File: config.mk
export PLATFORM = sky130hd
export DESIGN_NAME = poi_front
export DESIGN_NICKNAME = d
export VERILOG_FILES = /design/src/rtl/planar_odometry_integrator_unit_defines.svh /design/src/rtl/poi_pkg.sv /design/src/rtl/poi_front.sv
export SDC_FILE = /design/constraint.sdc
export NUM_CORES = 1
export LEC_CHECK = 0
export BUFFER_PORTS_ARGS = -buffer_cell sky130_fd_sc_hd__buf_2
export CAP_MARGIN = 20
export CORE_MARGIN = 2
export CORE_UTILIZATION = 47
export CTS_CLUSTER_SIZE = 14
export DETAILED_ROUTE_END_ITERATION = 12
export PLACE_DENSITY = 0.76
export SLEW_MARGIN = 20
export SYNTH_ARGS = -nofsm -noshare
export SYNTH_HDL_FRONTEND = slang
export SYNTH_SLANG_ARGS = --single-unit
File: constraint.sdc
create_clock -name clock -period 2.8 [get_ports clock]
set_input_delay 0.56 -clock clock [delete_from_list [all_inputs] [get_ports clock]]
set_output_delay 0.56 -clock clock [all_outputs]
set_load 0.02 [all_outputs]
File: src/rtl/planar_odometry_integrator_unit_defines.svh
// Assertion macros for the odometry integrator RTL.
// Included by poi_back, which carries concurrent checks; no other dependencies.
`ifndef PLANAR_ODOMETRY_INTEGRATOR_UNIT_DEFINES_SVH
`define PLANAR_ODOMETRY_INTEGRATOR_UNIT_DEFINES_SVH

// Implication check clocked on clock, muted during reset.
`define POI_ASSERT_IMP(label, clk, rst, cond, prop, msg) \
   label: assert property (@(posedge clk) disable iff (rst) (cond) |-> (prop)) \
      else $error(msg);

// Next-cycle implication check clocked on clock, muted during reset.
`define POI_ASSERT_NXT(label, clk, rst, cond, prop, msg) \
   label: assert property (@(posedge clk) disable iff (rst) (cond) |=> (prop)) \
      else $error(msg);

`endif

File: src/rtl/poi_pkg.sv
// Shared types and constants for the odometry integrator.
// No dependencies.
package poi_pkg;

   localparam int VelW     = 16;
   localparam int ElW      = 20;
   localparam int QuatW    = 18;
   localparam int CordW    = 34;
   localparam int CordFrac = 30;
   localparam int CordSteps = 31;
   localparam logic signed [CordW-1:0] CordGain = 34'sd652032874;

   typedef struct packed {
      logic signed [VelW-1:0] vel_x;
      logic signed [VelW-1:0] vel_y;
      logic signed [VelW-1:0] turn_rate;
      logic        [ElW-1:0]  elapsed;
      logic                   frame_ok;
   } req_item_type;

   typedef enum logic [3:0] {
      ST_IDLE, ST_TRIG1, ST_MUL1, ST_MUL2, ST_ACC, ST_TRIG2, ST_EMIT
   } back_state_type;

   typedef enum logic [1:0] {CR_IDLE, CR_RUN, CR_DONE} cordic_state_type;

   function automatic logic signed [CordW-1:0] atan_val(input logic [4:0] i);
      logic signed [CordW-1:0] r;
      unique case (i)
         5'd0: r = 34'sd536870912;  5'd1: r = 34'sd316933406;
         5'd2: r = 34'sd167458907;  5'd3: r = 34'sd85004756;
         5'd4: r = 34'sd42667331;   5'd5: r = 34'sd21354465;
         5'd6: r = 34'sd10679838;   5'd7: r = 34'sd5340245;
         5'd8: r = 34'sd2670163;    5'd9: r = 34'sd1335087;
         5'd10: r = 34'sd667544;    5'd11: r = 34'sd333772;
         5'd12: r = 34'sd166886;    5'd13: r = 34'sd83443;
         5'd14: r = 34'sd41722;     5'd15: r = 34'sd20861;
         5'd16: r = 34'sd10430;     5'd17: r = 34'sd5215;
         5'd18: r = 34'sd2608;      5'd19: r = 34'sd1304;
         5'd20: r = 34'sd652;       5'd21: r = 34'sd326;
         5'd22: r = 34'sd163;       5'd23: r = 34'sd81;
         5'd24: r = 34'sd41;        5'd25: r = 34'sd20;
         5'd26: r = 34'sd10;        5'd27: r = 34'sd5;
         5'd28: r = 34'sd3;         5'd29: r = 34'sd1;
         5'd30: r = 34'sd1;         default: r = '0;
      endcase
      return r;
   endfunction

endpackage

File: src/rtl/poi_front.sv
// Front end: accepts velocity reports into a two-entry queue.
// Depends on poi_pkg.
module poi_front (
   input  logic                   clock,
   input  logic                   reset,
   input  logic                   req_tvalid,
   output logic                   req_tready,
   input  poi_pkg::req_item_type  req_item,
   output logic                   q_valid,
   input  logic                   q_pop,
   output poi_pkg::req_item_type  q_item
);
   import poi_pkg::*;

   req_item_type mem_ff [2];
   logic wr_ff, wr_in, rd_ff, rd_in;
   logic [1:0] cnt_ff, cnt_in;
   logic push;

   assign req_tready = (cnt_ff != 2'd2);
   assign push = req_tvalid && req_tready;
   assign q_valid = (cnt_ff != 2'd0);
   assign q_item = mem_ff[rd_ff];

   always_ff @(posedge clock) begin
      if (reset) begin
         wr_ff <= 1'b0; rd_ff <= 1'b0; cnt_ff <= '0;
      end else begin
         wr_ff <= wr_in; rd_ff <= rd_in; cnt_ff <= cnt_in;
      end
      if (push) mem_ff[wr_ff] <= req_item;
   end

   always_comb begin
      wr_in = wr_ff ^ push;
      rd_in = rd_ff ^ (q_pop && q_valid);
      cnt_in = cnt_ff + 2'(push) - 2'(q_pop && q_valid);
   end
endmodule

Word level (Yosys, flattened, before mapping)
Memory sizes are Yosys's and may differ from the RTL's. A register that Yosys moved wholly into a read port is not among the register bits.
Index checks and enable logic that the tools add are counted.
{ "totals": {"regBits": 4, "ramBits": 138, "out_inout_bits": 71, "mem_count": 1} }
{ "op_classes": {"add_sub_neg": 2, "eq_ne": 1, "n_mux": 3, "n_bitwise": 2, "n_reduce_logical": 3} }
{ "memory_table": {"columns": ["name", "depth", "width", "read_ports", "rd_ports_with_merged_regs", "write_ports", "line", "text"], "rows": [
  ["mem_ff", 2, 69, 1, 1, 1, "poi_front.sv:15", "req_item_type mem_ff [2];"]
]} }
{ "op_table": {"columns": ["op", "n"], "rows": [
  ["1-bit two-way mux", 3],
  ["2-bit by 1-bit adder with 2-bit output", 1],
  ["1-bit logical AND", 2],
  ["2-bit inequality test (second input constant)", 1],
  ["2-bit nonzero test", 1],
  ["2-bit by 1-bit subtractor with 2-bit output", 1],
  ["1-bit XOR", 2]
]} }

Depth between registers and ports, before layout
Gate-level depths: netlist (run 1).
{ "logic_depth": {"depth_word": 4, "ltp_mapped": 6, "depth_no_buf": 6} }

Worst setup path before layout (run 1)
Ideal clock, no wire load.
{ "synth_timing": {"path_type": "reg2reg", "startpoint": "register cnt_ff[0]", "endpoint": "memory mem_ff[0][0] (netlist bit) (enable)", "setup_time_ns": 0.435, "t_arrival_ns": 2.493, "required_ns": 2.365, "path_slack_ns": -0.127, "path_stages_with_launch": 4, "n_path_buf": 0, "period_less_slack_ns": 2.927, "path_cell_list": "dfxtp_1 > nand2b_1 > and2_1 > ha_1"} }
{ "synth_between": {"elab_chain_len": 4} }
{ "synth_lines": {"columns": ["item", "line", "text"], "rows": [
  ["start, declared", "poi_front.sv:17", "logic [1:0] cnt_ff, cnt_in;"],
  ["start signal, assigned", "poi_front.sv:29", "wr_ff <= wr_in; rd_ff <= rd_in; cnt_ff <= cnt_in;"],
  ["2-bit inequality test", "poi_front.sv:20", "assign req_tready = (cnt_ff != 2'd2);"],
  ["net req_tready", "poi_front.sv:7", "output logic req_tready,"],
  ["1-bit logical AND", "poi_front.sv:21", "assign push = req_tvalid && req_tready;"],
  ["1-bit two-way mux", "poi_front.sv:31", "if (push) mem_ff[wr_ff] <= req_item;"],
  ["1-bit two-way mux (not written as such)", "poi_front.sv:31", null],
  ["end, declared", "poi_front.sv:15", null]
]} }
The timed path passes the listed nets, and every way through them passes these cells.

==> key figures, run 1 <==
GRT
  • Overflow left after global routing: 0
  • Initial antenna violation count: 0
  • Total Routing Usage GR: 0.150
  • Pin count of the biggest net entering global routing: 40
  • Vias in the first global route: 2,727
  • First-pass GRT wire length: 12,900 um

Yosys
  • Sequential share of the synthesized area: 0.813
  • Yosys cell types: 20
  • Mux cell area share after synthesis: 0.152
  • Combinational family with the most area after synthesis: multiplexers
  • Synthesized area: 5200 sq um
  • Mapped Cells: 242
  • Top post-synthesis cells by area: edfxtp_1 (80%), mux2_2 (15%), dfxtp_1 (1.5%)
  • Asr flop ratio synth: 0
  • Synthesized area per cell: 21.5 sq um
  • Simple-Gate Fraction of Synth Area: 0.0135
  • Xor/xnor share of the synthesized area: 0.00169
  • EDFF count, synth: 138
  • Area leader, netlist: edfxtp_1
  • Compound-Gate Fraction of Synth Area: 0.00698
  • Synth top area share: 0.797
  • Yosys reg bits: 142
  • Yosys warning count: 0
  • Adder-Cell Fraction of Synth Area: 0.00482
  • Ys flop type: edfxtp_1
  • Syn Nets: ~320
  • Most instantiated cells after synthesis: edfxtp_1 (138), mux2_2 (69), buf_2 (8)
  • Most frequent cell after synthesis: edfxtp_1

Critical path
  • Slowest cell on crit path: dfxtp_4
  • Crit path from: rd_ff
  • Worst reg2reg setup slack: between 0.8 and 0.9 ns
  • Worst setup path end: q_item[43]
  • CP startpoint kind: flip-flop
  • Setup crit end kind: primary output
  • Critical path peak fanout: 21
  • Crit-path max cell delay: 0.45 ns
  • Worst Path Arrival: 1.82 ns
  • Reg2reg start: cnt_ff[0]
  • Crit path cell chain: buf_4 > mux2_2 > buf_2
  • WS Path Type: reg2out
  • CP required: between 2 and 2.5 ns
  • Worst reg2reg path depth: 4
  • Reg2reg end: mem_ff[0][51]

Placed design
  • Cell Area, Placed: 6140 sq um
  • Dpl hpwl: 5610 um
  • GP Congestion: 0.740
  • Input/output buffers: about 140

Clocking
  • Htree depth: 4
  • CTS tree: yes
  • Hold-fix buffer count after cts: 0
  • Total CTS buffers: 17
  • CTS resizes: 0
  • Clock sinks: about 140
  • Clock latency at the later pin of the worst-skew pair: ~0.5 ns
  • Root Buffer: clkbuf_8
  • CTS Buffer Depth: 2
  • Post-CTS setup buffer count: 0
  • Reg clk slew, reported paths: 0.06 ns

Routing
  • 1st-pass router iterations: 4
  • Antenna viol nets, final: 0
  • Residual DRC: 0
  • WL final: just under 9000 um
  • Vias per cell: 4.84
  • Vias: 2,679
  • Detailed-route wire length per cell: 15.9 um
  • Iter 0 DRT Violations: 157

Timing
  • Hold slack: 0.239 ns
  • Worst rel slew slack: 0.642
  • Tmin final: 2.38 ns
  • Max Clock Skew: 0.00672 ns
  • Fin crit share: 0.850
  • RSZ-0062 raised after global routing: no
  • Setup Total Neg Slack: 0 ns
  • Worst Tran Pin Value: 0.536 ns
  • Max Clock Freq: 0.420 GHz
  • Setup Viol. Count Final: 0
  • Number of hold violations in the final report: 0
  • Slew Limit Fails: 0

Final layout
  • Ratio of cells with drive above 1 in the final layout: 0.598
  • Multi-input logic area: approximately 950 sq um
  • Area Growth Syn to Fin: 28.7%
  • Storage element area: 4230 sq um
  • Fillers: 806
  • Utilization after layout: 0.619
  • Fin area: 6690 sq um
  • Nets: about 480

Run status
  • Outcome: finished clean

Run
  • Max-cap viol count: 0

Min path
  • Hold Path Depth: 1
  • Worst min-delay path class: in2reg

Floorplan
  • Initial core utilization: 0.481
  • Std cell rows: 38
  • Die extent in x: around 110 um
  • Ports: 144
  • DIE AREA: 11,900 sq um
  • Die height: 109 um
  • Core Box Area: 10,800 sq um

Power
  • Max VDD drop: 455 uV
  • Pleak: ~2.5 nW
  • Power density over the cells: 918 nW/um^2
## metal layers
layer	GRT usage	part of all wire	vias to the layer above
met4	0.0806	0.0099	0
met2	0.241	0.51	85
met1	0.176	0.41	1305
li1	-	-	1281
met3	0.0556	0.068	8
met5	0	0	-
## final cells by class
cell class,instances,area share
flip-flops and latches,142,0.632
multi-input cells,91,0.141
repair buffers,147,0.117
clock buffers,20,0.0636
well taps,140,0.0262
clock inverters,12,0.0182
inverters,1,0.000561
diodes,1,0.000374
## kinds of logic (layout without fill, tap and decap cells)
family                     after synthesis  after routing
buffers and inverters                    9            180
and+or+nand+nor                         13             13
xor gates and xnor gates                 1              1
other                                    0              1
DFF                                    142            142
AOI/OAI and AO/OA                        5              5
muxes                                   70             70
adders and majority gates                2              2
## placed cells by master, fill, tap and decap left out, types with 2 or more instances in the layout
cell | synthesis | layout
buf_2 | 8 | 143
edfxtp_1 | 138 | 138
mux2_2 | 69 | 69
clkbuf_16 | 0 | 16
nor2_1 | 5 | 5
clkinv_1 | 0 | 3
clkinvlp_4 | 0 | 3
clkbuf_1 | 0 | 3
dfxtp_1 | 4 | 3
buf_12 | 0 | 3
nor2b_1 | 2 | 2
o21ai_0 | 2 | 2
clkinv_2 | 0 | 2
bufinv_16 | 0 | 2
clkinv_4 | 0 | 2
## power by group
group	switching, mW	internal [mW]	leakage (nW)	total, mW
Clock	0.791	1.25	0.257	2.05
Sequential	0.0833	2.63	1.33	2.72
Combinational	0.801	0.575	0.919	1.38
Total	1.68	4.46	2.50	6.14
## how the worst min path moves through the flow
stage	from	end	slack [ns]
2_1_floorplan	wr_ff	wr_ff	0.55
3_3_place_gp	wr_ff	wr_ff	0.58
3_5_place_dp	wr_ff	wr_ff	0.59
4_1_cts	req_item[66]	mem_ff[0][66]	0.21
5_1_grt	req_item[60]	mem_ff[1][60]	0.20
6_report	req_item[66]	mem_ff[0][66]	0.24
## flip-flops by register name, indices dropped and copies added (netlist names)
name and cells:
cnt_ff 2, mem_ff 138, rd_ff 1, wr_ff 1
## critical path: cells and delay by family (launching register included)
family | cells | cell delay (ns)
flip-flops | 1 | 0.45
multiplexers | 1 | 0.38
buffers and inverters | 2 | 0.47
## through the flow
step	power, mW	instances	worst slack [ns]
floorplan	3.69	242	0.599
global placement	4.13	521	0.850
detailed placement	4.16	521	0.805
CTS	6.22	553	0.359
global route	6.42	553	0.317
finish	6.14	554	0.420
(Power assumes the default switching activity.)
==> run 2, diff against run 1 <==
Settings changed: RECOVER_POWER from default to 50.
==> run 2 against run 1 <==
  * Critical path depth unchanged
  * Worst hold slack got worse by 0.0050 ns
  * Die area unchanged
  * Cell count unchanged
  * Combinational power about the same
  * Largest power group unchanged
  * Maximum frequency decreased by 0.24%
  * Critical path type unchanged
  * Worst setup slack got worse by 0.0058 ns
  * Critical endpoint unchanged
  * Wire length about the same
  * Sequential power about the same
==> key figures, run 2 (synthesis gave the netlist of run 1 again) <==
Run status
  • Outcome: finished clean

Power
  • Max VDD drop: 453 uV (-0.46%)
  • Power density over the cells: 923 nW/um^2 (+0.50%)
  • Pleak: 2.42 nW (-3.3%)

Critical path
  • Setup crit end kind: primary output
  • Slowest cell on crit path: dfxtp_4
  • Worst Path Arrival: 1.83 ns (about the same)
  • Buf+Inv Stages, Crit Path: 2 (unchanged)
  • Reg2reg start: cnt_ff[0]
  • Crit-path max cell delay: 0.45 ns (about the same)
  • Worst reg2reg path depth: 3 (-1)
  • CP startpoint kind: flip-flop
  • Critical path peak fanout: 21 (unchanged)
  • Crit path cell chain: buf_4 > mux2_2 > buf_2
  • CP required: 2.24 ns (about the same)
  • Worst reg2reg setup slack: 0.71 ns (-0.18 ns)
  • CP delay by family, top: buffers and inverters
  • WS Path Type: reg2out
  • Reg2reg end: mem_ff[1][26]

Min path
  • Hold path start: req_item[66]
  • Hold Path Depth: 1 (unchanged)
  • Worst min-delay path class: in2reg
  • Worst hold path endpoint: mem_ff[0][66]

Clocking
  • Clock latency at the later pin of the worst-skew pair: 0.51 ns (about the same)
  • Post-CTS setup buffer count: 0 (unchanged)
  • CTS Buffer Depth: 2 (unchanged)
  • Clock sinks: 142 (unchanged)
  • Total CTS buffers: 17 (unchanged)
  • Reg clk slew, reported paths: 0.06 ns (about the same)
  • CTS resizes: 0 (unchanged)
  • Hold-fix buffer count after cts: 0 (unchanged)
  • Htree depth: 4 (unchanged)
  • Root Buffer: clkbuf_8
  • CTS tree: yes

Final layout
  • Top reg by flops: mem_ff
  • Storage element area: 4230 sq um (unchanged)
  • Multi-input logic area: 942 sq um (-0.40%)
  • Nets: 475 (unchanged)
  • Ratio of cells with drive above 1 in the final layout: 0.525 (-0.0726)
  • Fillers: 823 (+2.1%)
  • Area Growth Syn to Fin: 27.9%
  • Leading cell type in the layout, fill and taps excluded: edfxtp_1
  • Biggest regs: mem_ff x138, cnt_ff x2
  • Utilization after layout: 0.616 (-0.00382)
  • Number of flip-flops in the largest register: 138 (unchanged)
  • Leading cell types in the layout, fill and taps excluded: edfxtp_1 (138), buf_2 (113), mux2_2 (69), clkbuf_1 (32), clkbuf_16 (16)

Run
  • Max-cap viol count: 0 (unchanged)

Timing
  • Max Clock Skew: 0.00649 ns (-0.000235 ns)
  • Worst rel slew slack: 0.381 (-0.261)
  • Slew Limit Fails: 0 (unchanged)
  • Setup Total Neg Slack: 0 ns (unchanged)
  • Hold slack: 0.234 ns (-0.00499 ns)
  • RSZ-0062 raised after global routing: no
  • Tmin final: 2.39 ns (+0.00580 ns)
  • Setup Viol. Count Final: 0 (unchanged)
  • Max Clock Freq: 0.419 GHz (-0.24%)
  • Number of hold violations in the final report: 0 (unchanged)
  • Fin crit share: 0.852 (+0.00207)
  • Worst Tran Pin Value: 0.929 ns (+0.392 ns)

Routing
  • Met2 wire length: 4420 um (-1.6%)
  • Met3 WL post-DR: 637 um (+6.5%)
  • Vias: 2,685 (+0.22%)
  • DR top layer: met4
  • Detailed-route wire length per cell: 15.9 um (about the same)
  • WL final: 8830 um (about the same)
  • Antenna viol nets, final: 0 (unchanged)
  • Wire length on met1: 3650 um (+0.22%)
  • Vias per cell: 4.85 (+0.22%)
  • Iter 0 DRT Violations: 150 (-4.5%)
  • Residual DRC: 0 (unchanged)
  • 1st-pass router iterations: 4 (unchanged)

GRT
  • Initial antenna violation count: 0 (unchanged)
  • Total Routing Usage GR: 0.150 (unchanged)
  • First-pass GRT wire length: 12,900 um (unchanged)
  • Pin count of the biggest net entering global routing: 40 (unchanged)
  • Vias in the first global route: 2,727 (unchanged)
  • Overflow left after global routing: 0 (unchanged)

Placed design
  • Input/output buffers: 143 (unchanged)
  • GP Congestion: 0.740 (unchanged)
  • Dpl hpwl: 5610 um (unchanged)

Floorplan
  • Core Box Area: 10,800 sq um (unchanged)
  • Initial core utilization: 0.481 (unchanged)
  • Die height: 109 um (unchanged)
  • Ports: 144 (unchanged)
  • Die extent in x: 109 um (unchanged)
  • Std cell rows: 38 (unchanged)
  • DIE AREA: 11,900 sq um (unchanged)
[run 2: worst max path at each step]
stage / from / to / slack (ns) / cells past startpoint
after floorplan: cnt_ff[0] / mem_ff[0][0] / 0.60 / 3
after global placement: req_tvalid / mem_ff[0][57] / 0.85 / 4
after detailed placement: req_tvalid / mem_ff[0][49] / 0.81 / 4
after CTS: rd_ff / q_item[47] / 0.36 / 3
after global routing: rd_ff / q_item[43] / 0.32 / 3
final: rd_ff / q_item[43] / 0.41 / 3
[run 2: per-stage QoR]
step / setup slack (ns) / area, sq um / std cells / power [mW]
final: 0.414 / 6640 / 554 / 6.13
after global placement: 0.850 / 6140 / 521 / 4.13
after floorplan: 0.599 / 5200 / 242 / 3.69
after global routing: 0.317 / 6640 / 553 / 6.41
after detailed placement: 0.805 / 6140 / 521 / 4.16
after CTS: 0.359 / 6680 / 553 / 6.22
[run 2: power breakdown]
part           switching (mW)  leakage [nW]  internal, mW
Sequential             0.0829          1.33          2.63
Combinational           0.801         0.837         0.568
Clock                   0.790         0.257          1.25
Total                    1.67          2.42          4.46
[run 2: cell type report]
| type | instances | share of cell area |
|---|---|---|
| sequential | 142 | 0.636 |
| clock buffer | 20 | 0.0640 |
| multi-input combinational | 91 | 0.142 |
| antenna | 1 | 0.000377 |
| clock inverter | 12 | 0.0183 |
| tap | 140 | 0.0264 |
| inverter | 1 | 0.000565 |
| timing repair buffer | 147 | 0.112 |
[run 2: per-layer routing]
metal / up-vias / GRT usage
met5: - / 0
met4: 0 / 0.0806
met3: 12 / 0.0556
met2: 94 / 0.241
met1: 1301 / 0.176
li1: 1278 / -
==> run 3, diff against run 2 <==
Settings changed: CORE_MARGIN 2 to default.
==> run 3 against run 2 <==
  * Critical path type unchanged
  * Total power up 4.4%
  * Critical path depth unchanged
  * Largest cell class unchanged
  * Wire length up 2.4%
  * Sequential power about the same
  * Global-route usage up 1.5 points
  * Worst hold slack better by 0.0025 ns
  * Maximum frequency down 5.8%
  * Utilization up 0.44 points
==> key figures, run 3 (synthesis gave the netlist of run 1 again) <==
Floorplan
  • Std cell rows: 38 (unchanged)
  • Core Box Area: 10,800 sq um (unchanged)
  • DIE AREA: 11,500 sq um (-3.6%)
  • Initial core utilization: 0.481 (unchanged)
  • Die extent in x: 107 um (-1.8%)
  • Die height: 107 um (-1.8%)
  • Ports: 144 (unchanged)

Critical path
  • Crit path cell chain: buf_12 > mux2_2 > buf_2
  • Crit-path max cell delay: 0.58 ns (+0.13 ns)
  • Buf+Inv Stages, Crit Path: 2 (unchanged)
  • Critical path peak fanout: 44 (+110%)
  • Worst reg2reg path depth: 4 (+1)
  • CP startpoint kind: flip-flop
  • CP delay by family, top: flip-flops
  • WP depth: 3 (unchanged)
  • Setup crit end kind: primary output
  • CP required: 2.24 ns (about the same)
  • Slowest cell on crit path: dfxtp_4
  • WS Path Type: reg2out
  • Worst Path Arrival: 1.97 ns (+0.14 ns)

GRT
  • Initial antenna violation count: 1 (+1)
  • Vias in the first global route: 2,780 (+1.9%)
  • Total Routing Usage GR: 0.165 (+0.0153)
  • Pin count of the biggest net entering global routing: 45 (+13%)
  • First-pass GRT wire length: 13,600 um (+5.3%)
  • Overflow left after global routing: 0 (unchanged)

Final layout
  • Nets: 475 (unchanged)
  • Number of flip-flops in the largest register: 138 (unchanged)
  • Biggest regs: mem_ff x138, cnt_ff x2
  • Ratio of cells with drive above 1 in the final layout: 0.513 (-0.0121)
  • Diodes inserted: 0 (-1)
  • Area Growth Syn to Fin: 28.8%
  • Fillers: 833 (+1.2%)
  • Leading cell type in the layout, fill and taps excluded: edfxtp_1
  • Leading cell types in the layout, fill and taps excluded: edfxtp_1 (138), buf_2 (108), mux2_2 (69), clkbuf_1 (37), clkbuf_16 (16)
  • Finished Layout Cells: 553 (-0.18%)
  • Top reg by flops: mem_ff
  • Fin area: 6690 sq um (+0.72%)

Power
  • Power density over the cells: 956 nW/um^2 (+3.6%)
  • Psw: 1.68 mW (+0.45%)
  • Clock power share: 0.362 (+0.028)
  • Sw Share: 0.263 (-0.0103)
  • Max VDD drop: 481 uV (+6.1%)
  • Sequential share of power: 0.429 (-0.014)
  • Internal power: 4.72 mW (+5.9%)
  • Comb pwr share: 0.209 (-0.014)
  • Pleak: 2.45 nW (+1.3%)

Timing
  • Tmin final: 2.53 ns (+0.148 ns)
  • Worst Tran Pin Value: 0.878 ns (-0.0503 ns)
  • Worst rel slew slack: 0.414 (+0.0335)
  • Max Clock Freq: 0.395 GHz (-5.8%)
  • Max Clock Skew: 0.00459 ns (-0.00190 ns)
  • Setup Total Neg Slack: 0 ns (unchanged)
  • Number of hold violations in the final report: 0 (unchanged)
  • Setup Viol. Count Final: 0 (unchanged)
  • Fin crit share: 0.905 (+0.0528)
  • Slew Limit Fails: 0 (unchanged)
  • RSZ-0062 raised after global routing: no

Clocking
  • Clock sinks: 142 (unchanged)
  • Hold-fix buffer count after cts: 0 (unchanged)
  • Reg clk slew, reported paths: 0.06 ns (about the same)
  • Root Buffer: clkbuf_8
  • Total CTS buffers: 17 (unchanged)
  • Clock latency at the later pin of the worst-skew pair: 0.51 ns (about the same)
  • Post-CTS setup buffer count: 0 (unchanged)
  • CTS Buffer Depth: 2 (unchanged)
  • CTS tree: yes
  • Htree depth: 4 (unchanged)
  • CTS resizes: 0 (unchanged)

Routing
  • Detailed-route wire length per cell: 16.3 um (+2.6%)
  • Vias per cell: 4.88 (+0.74%)
  • Vias: 2,700 (+0.56%)
  • 1st-pass router iterations: 6 (+2)
  • Antenna viol nets, final: 0 (unchanged)
  • Residual DRC: 0 (unchanged)
  • WL final: 9040 um (+2.4%)
  • Iter 0 DRT Violations: 120 (-20%)

Placed design
  • Placed Cells: 521 (unchanged)
  • Input/output buffers: 143 (unchanged)
  • Dpl hpwl: 5850 um (+4.2%)
  • Cell Area, Placed: 6140 sq um (unchanged)
  • GP Congestion: 0.710 (-4.0%)

Min path
  • Hold Path Depth: 1 (unchanged)
  • Worst min-delay path class: in2reg

Run status
  • Outcome: finished clean

Run
  • Max-cap viol count: 0 (unchanged)
run 3: cell count changes in the layout (fill, tap and decap cells not counted), sizes merged:
cell	previous run	this run
buf	118	112
bufinv	2	5
clkinvlp	3	0
clkbuf	49	54
inv	1	2
diode	1	0
run 3: final cells by class:
| type | count | area [sq um] | share of cell area |
|---|---|---|---|
| timing repair buffer | 147 | 739 | 0.111 |
| tap | 140 | 175 | 0.0262 |
| clock buffer | 19 | 422 | 0.0630 |
| inverter | 1 | 3.75 | 0.000561 |
| multi-input combinational | 91 | 930 | 0.139 |
| clock inverter | 13 | 194 | 0.0290 |
| sequential | 142 | 4230 | 0.632 |
run 3: path summary, 6_finish.rpt:
| path | startpoint | end | slack (ns) |
|---|---|---|---|
| hold reg to reg | wr_ff | wr_ff | 0.58 |
| setup reg to reg | cnt_ff[0] | mem_ff[0][9] | 0.50 |
| hold / removal | req_item[61] | mem_ff[0][61] | 0.24 |
| setup / recovery | rd_ff | q_item[62] | 0.27 |
run 3: routing by layer:
layer	share of wire	global-route usage	vias up
met4	0.011	0.0705	0
li1	-	-	1279
met3	0.074	0.0657	9
met2	0.50	0.270	89
met5	0	0	-
met1	0.41	0.194	1323
run 3: power groups by stage:
stage,registers (mW),logic [mW],clock network [mW]
5_1_grt,2.77,1.43,2.46
3_5_place_dp,2.79,1.37,0
3_3_place_gp,2.77,1.35,0
4_1_cts,2.75,1.38,2.37
2_1_floorplan,2.72,0.964,0
6_report,2.74,1.34,2.32
run 3: worst reg2reg max path, delay by kind of cell, from the launching register on:
family / cells / cell delay (ns)
adder cells (fa/ha/maj): 1 / 0.73
flip-flops: 1 / 0.43
buffers and inverters: 1 / 0.48
AND/OR/NAND/NOR: 2 / 0.32
run 3: metrics by stage:
step | power (mW) | utilization | worst slack (ns) | hold WS, ns
floorplan | 3.69 | - | 0.599 | 0.553
global route | 6.66 | 0.620 | 0.165 | 0.204
finish | 6.40 | 0.620 | 0.266 | 0.237
detailed placement | 4.16 | 0.569 | 0.789 | 0.609
global placement | 4.13 | 0.569 | 0.802 | 0.580
CTS | 6.50 | 0.626 | 0.224 | 0.208
